--- config.mk ---
export PLATFORM = sky130hd
export DESIGN_NAME = mswc_seq
export DESIGN_NICKNAME = d
export VERILOG_FILES = /design/src/rtl/mswc_pkg.sv /design/src/rtl/mswc_seq.sv
export SDC_FILE = /design/constraint.sdc
export NUM_CORES = 1
export LEC_CHECK = 0
export BUFFER_PORTS_ARGS = -buffer_cell sky130_fd_sc_hd__clkbuf_2
export CAP_MARGIN = 20
export CORE_ASPECT_RATIO = 2
export CORE_MARGIN = 10
export CORE_UTILIZATION = 55
export CTS_CLUSTER_DIAMETER = 60
export CTS_CLUSTER_SIZE = 20
export DETAILED_ROUTE_END_ITERATION = 10
export PLACE_DENSITY = 0.82
export SLEW_MARGIN = 10
export SYNTH_ARGS = -nofsm -noshare
export SYNTH_HDL_FRONTEND = slang
export SYNTH_SLANG_ARGS = --single-unit
export TNS_END_PERCENT = 100
--- constraint.sdc ---
create_clock -name i_clk -period 5.85 [get_ports i_clk]
set_input_delay 0.585 -clock i_clk [delete_from_list [all_inputs] [get_ports i_clk]]
set_output_delay 0.585 -clock i_clk [all_outputs]
set_load 0.03 [all_outputs]
--- src/rtl/mswc_pkg.sv ---
`timescale 1ns / 1ps

package mswc_pkg;

    localparam int IDX_W = 7;
    localparam int VAL_W = 32;
    localparam int CNT_W = 9;

    typedef logic [IDX_W-1:0] t_idx;

    typedef enum logic [1:0] {
        PH_LEFT,
        PH_RIGHT,
        PH_MERGE
    } t_phase;

    typedef struct packed {
        t_idx   lo;
        t_idx   hi;
        t_phase ph;
    } t_frame;

    typedef struct packed {
        logic go;
        t_idx lo;
        t_idx mid;
        t_idx hi;
    } t_merge_cmd;

    typedef enum logic [1:0] {
        TS_LOAD,
        TS_SORT,
        TS_EMIT
    } t_top_state;

    typedef enum logic [1:0] {
        SQ_IDLE,
        SQ_STEP,
        SQ_WAIT
    } t_seq_state;

    typedef enum logic [1:0] {
        MG_IDLE,
        MG_MERGE,
        MG_COPY
    } t_merge_state;

endpackage

--- src/rtl/mswc_seq.sv ---
`timescale 1ns / 1ps

module mswc_seq #(
    parameter int MAX_ELEMENTS = 64
) (
    input  logic                 i_clk,
    input  logic                 i_rst_n,
    input  logic                 i_start,
    input  mswc_pkg::t_idx       i_hi,
    input  logic                 i_merge_done,
    output mswc_pkg::t_merge_cmd o_cmd,
    output logic                 o_done
);
    import mswc_pkg::*;

    localparam int AW  = (MAX_ELEMENTS > 1) ? $clog2(MAX_ELEMENTS) : 1;
    localparam int SD  = AW + 1;
    localparam int FW  = $clog2(SD);
    localparam int SPW = $clog2(SD + 1);

    t_frame         r_stk [SD];
    logic [SPW-1:0] r_sp, n_sp;
    t_seq_state     r_state, n_state;

    logic [SPW-1:0] w_topc;
    logic [FW-1:0]  w_top, w_push;
    t_frame         w_fr, push_fr;
    t_idx           w_mid;
    t_phase         upd_ph;
    logic           push_en, upd_en, pop_req, done;
    t_merge_cmd     cmd;

    assign w_topc = r_sp - SPW'(1);
    assign w_top  = w_topc[FW-1:0];
    assign w_push = r_sp[FW-1:0];
    assign w_fr   = r_stk[w_top];
    assign w_mid  = w_fr.lo + ((w_fr.hi - w_fr.lo) >> 1);

    always_comb begin
        n_state = r_state;
        n_sp    = r_sp;
        push_en = 1'b0;
        push_fr = '{lo: w_fr.lo, hi: w_mid, ph: PH_LEFT};
        upd_en  = 1'b0;
        upd_ph  = PH_RIGHT;
        pop_req = 1'b0;
        done    = 1'b0;
        cmd     = '{go: 1'b0, lo: w_fr.lo, mid: w_mid, hi: w_fr.hi};

        unique case (r_state)
            SQ_IDLE: begin
                if (i_start) begin
                    push_en = 1'b1;
                    push_fr = '{lo: '0, hi: i_hi, ph: PH_LEFT};
                    n_sp    = r_sp + SPW'(1);
                    n_state = SQ_STEP;
                end
            end
            SQ_STEP: begin
                case (w_fr.ph)
                    PH_LEFT: begin
                        if (w_fr.lo >= w_fr.hi) begin
                            pop_req = 1'b1;
                        end else begin
                            upd_en  = 1'b1;
                            upd_ph  = PH_RIGHT;
                            push_en = 1'b1;
                            push_fr = '{lo: w_fr.lo, hi: w_mid, ph: PH_LEFT};
                            n_sp    = r_sp + SPW'(1);
                        end
                    end
                    PH_RIGHT: begin
                        upd_en  = 1'b1;
                        upd_ph  = PH_MERGE;
                        push_en = 1'b1;
                        push_fr = '{lo: w_mid + t_idx'(1), hi: w_fr.hi, ph: PH_LEFT};
                        n_sp    = r_sp + SPW'(1);
                    end
                    PH_MERGE: begin
                        cmd.go  = 1'b1;
                        n_state = SQ_WAIT;
                    end
                    default: begin
                        pop_req = 1'b1;
                    end
                endcase
            end
            SQ_WAIT: begin
                pop_req = i_merge_done;
            end
            default: begin
                n_state = SQ_IDLE;
                n_sp    = '0;
            end
        endcase

        if (pop_req) begin
            n_sp = r_sp - SPW'(1);
            if (r_sp == SPW'(1)) begin
                done    = 1'b1;
                n_state = SQ_IDLE;
            end else begin
                n_state = SQ_STEP;
            end
        end
    end

    always_ff @(posedge i_clk) begin
        if (push_en) begin
            r_stk[w_push] <= push_fr;
        end
        if (upd_en) begin
            r_stk[w_top].ph <= upd_ph;
        end
    end

    always_ff @(posedge i_clk) begin
        if (!i_rst_n) begin
            r_state <= SQ_IDLE;
            r_sp    <= '0;
        end else begin
            r_state <= n_state;
            r_sp    <= n_sp;
        end
    end

    assign o_cmd  = cmd;
    assign o_done = done;

endmodule

==> results by group <==
STA
  – Setup Viol. Count Final: 0
  – Measured slew at the worst slew-check pin: 1.01 ns
  – Slew HR: 0.321
  – Final setup margin: 0.280 ns
  – Worst Skew: 0.00484 ns
  – F_max: 180 MHz
  – Period minus WS final: 5.57 ns
  – WHS: around 0.42 ns
  – RSZ-0062 raised after global routing: false
  – Final Max Tran Viols: 0
  – Final Cycle Share: 0.952
  – Hold Violations, Final: 0

Synthesis
  – Post-synth EDFFs: 112
  – Netlist cell types: 62
  – Area share of the largest cell type after synthesis: 0.560
  – Fraction of registers with async set or reset after synthesis: 0
  – Synth Flop Type: edfxtp_1
  – Top cell type by total area after synthesis: edfxtp_1
  – Synth Cell Area: 6000 um2
  – YS warnings: 0
  – Mapped Avg Cell Area: 11.7 um2
  – Syn Nets: 548
  – Synth area leaders: edfxtp_1 (56%), ha_1 (5.0%), a21oi_1 (3.3%)
  – Post-synthesis sequential area ratio: 0.577
  – Syn Inst Count: 511
  – Flops & latches, synth: around 120

Critical path
  – Worst path max stage delay: 0.74 ns
  – Worst-path cell chain: xor2_4 > buf_6 > mux2_1 > a21oi_1 > nor2_1 > a221o_1 > ha_1 > a21oi_1 > o21bai_1 > a21oi_1 > xnor2_1 > ha_1 > a21o_1 > a31oi_2 > xnor2_4 > clkbuf_2
  – Class of the most critical setup path: reg -> out
  – CP Capture Type: output pin
  – Crit path launch type: flop
  – Cell mode on critical path: a21oi_1
  – Crit path buffers/inverters: 2
  – Crit path DAT: 4.99 ns
  – Critical path fanouts, max: 20
  – CP required: 5.27 ns
  – CP top delay family: compound AO/OA/AOI/OAI gates
  – Slowest-stage cell, CP: dfxtp_1

GRT
  – Largest net degree at the start of global routing: 38
  – GR Layer Usage met3: 0.0519
  – Grt ovf: 0
  – Initial antenna violation count: 0
  – Grt met1 use: 0.226
  – Busiest grt layer: met2
  – GR Util All Layers: 0.218
  – Met2 Use GR: 0.376
  – First-pass GRT wire length: 25.9 mm
  – Number of global-route vias before repair: 4756

Die
  – Die area: roughly 16000 um2
  – Core Box Area: 10600 um2
  – Die X: between 90 and 100 um
  – I/O pin count: 34
  – Row count: 53
  – Die height: 168 um
  – Starting Density: 0.566

CTS
  – TritonCTS clock tree: done
  – H-tree Lvls: 4
  – Root buf cell: clkbuf_16
  – Max Buffers Root-to-Sink: 2
  – Clk sink count: 117
  – Worst skew pair latency: 0.41 ns
  – CTS Buf Count: 17
  – Clock slew at the register clock pins of the worst setup and hold paths: 0.06 ns

Routing
  – Per-cell routed wire length: roughly 24 um
  – DR DRC count: 0
  – Total Wirelength: 16.7 mm
  – Detailed Route Iter0 Violations: 713
  – Initial DRT Pass Iterations: 6
  – Drt via density: approximately 6.5
  – DR vias: approximately 4600
  – ANT nets after route: 0

Layout
  – Commonest cells after routing, fill and taps aside: edfxtp_1 (112), nand2_1 (53), a21oi_1 (40), clkbuf_2 (33), buf_4 (26)
  – # diodes: 0
  – P&R area growth vs syn: 18.2%
  – Layout cell share with drive strength beyond 1: 0.209
  – Commonest non-fill, non-tap cell in the layout: edfxtp_1
  – Final cell count without fillers: 711
  – Fin util: 0.668
  – Layout Nets: between 500 and 600
  – # fillers: 758

Placed design
  – DP Worst Slack: 0.338 ns
  – Placed Cells incl. Taps: 676
  – Placer Congestion: between 0.9 and 1
  – # port buffers: 33
  – Final HPWL DP: 11.2 mm

Status
  – Status: complete, no violations

Min path
  – Hold Path Class: in -> reg

Job
  – Max Cap Viol: 0
-- final cells by class --
| type | count | area, um2 | share of cell area |
|---|---|---|---|
| tap | 137 | 171 | 0.0242 |
| sequential | 117 | 3460 | 0.489 |
| multi-input combinational | 339 | 2390 | 0.337 |
| clock inverter | 15 | 155 | 0.0219 |
| inverter | 25 | 93.8 | 0.0132 |
| clock buffer | 17 | 425 | 0.0600 |
| timing repair buffer | 61 | 392 | 0.0552 |
-- worst register-to-register path: stages, from the launching register on --
cell and delay (ns):
dfxtp_1 0.74, xor2_4 0.35, buf_6 0.25, mux2_1 0.35, a21oi_1 0.20, nor2_1 0.06, a221o_1 0.32, ha_1 0.39
a21oi_1 0.23, o21bai_1 0.09, a21oi_1 0.20, xnor2_1 0.15, ha_1 0.32, a21o_1 0.21, a31oi_2 0.27, xnor2_4 0.12
xor2_1 0.18, o22ai_1 0.44
-- cell usage after synthesis (all sizes together), types with 5 or more instances --
cell    count
o22ai       6
buf        15
nor2       25
a21o        5
dfxtp       5
nor2b       6
xnor2       9
nand2      53
inv        25
nor3       14
clkbuf     15
xor2        8
a31oi      11
a31o        6
a21oi      40
a221o       6
mux2i       8
edfxtp    112
ha         24
o21ai      24
and2        5
and3       18
nand3       8
-- routing by layer --
metal | vias to the layer above | routed length [um]
li1 | 2037 | -
met1 | 2224 | 5890
met2 | 282 | 8760
met3 | 80 | 1180
met4 | 0 | 901
met5 | - | 0
-- flip-flops by register name (all words and copies together) (netlist names) --
name     count
r_sp         3
r_state      2
r_stk      112
-- final timing paths --
path               from      endpoint  slack, ns  cells past startpoint
min reg2reg  r_state[1]    r_state[1]       0.55                      2
max reg2reg     r_sp[2]  r_stk[5][15]       0.71                     17
max             r_sp[2]     o_cmd[13]       0.28                     16
min             i_rst_n       r_sp[0]       0.42                      2
-- cells by family (layout without fill, tap and decap cells) --
| logic type | Yosys count | count (layout) | synth area share |
|---|---|---|---|
| buffers and inverters | 55 | 118 | 0.0392 |
| flip-flops | 117 | 117 | 0.577 |
| XOR/XNOR | 17 | 17 | 0.0323 |
| adder cells (fa/ha/maj) | 26 | 26 | 0.0567 |
| AO/OA/AOI/OAI | 135 | 135 | 0.150 |
| AND/OR/NAND/NOR | 148 | 148 | 0.120 |
| multiplexers | 13 | 13 | 0.0246 |
-- timing repair --
item	CTS	global route
hold buffers	0	0
setup endpoints to repair	1	3
pin swaps	0	1
gates resized for setup	2	4
buffers inserted	0	3
-- per-stage QoR --
stage	setup TNS (ns)	instance area, um2
final	0	7090
after CTS	0	7040
after global placement	0	6450
after global routing	0	7090
after floorplan	-0.0131	6030
after detailed placement	0	6450
Power is not shown: default switching activity piles up to over one toggle a cycle in this logic, so the estimate is an artifact.
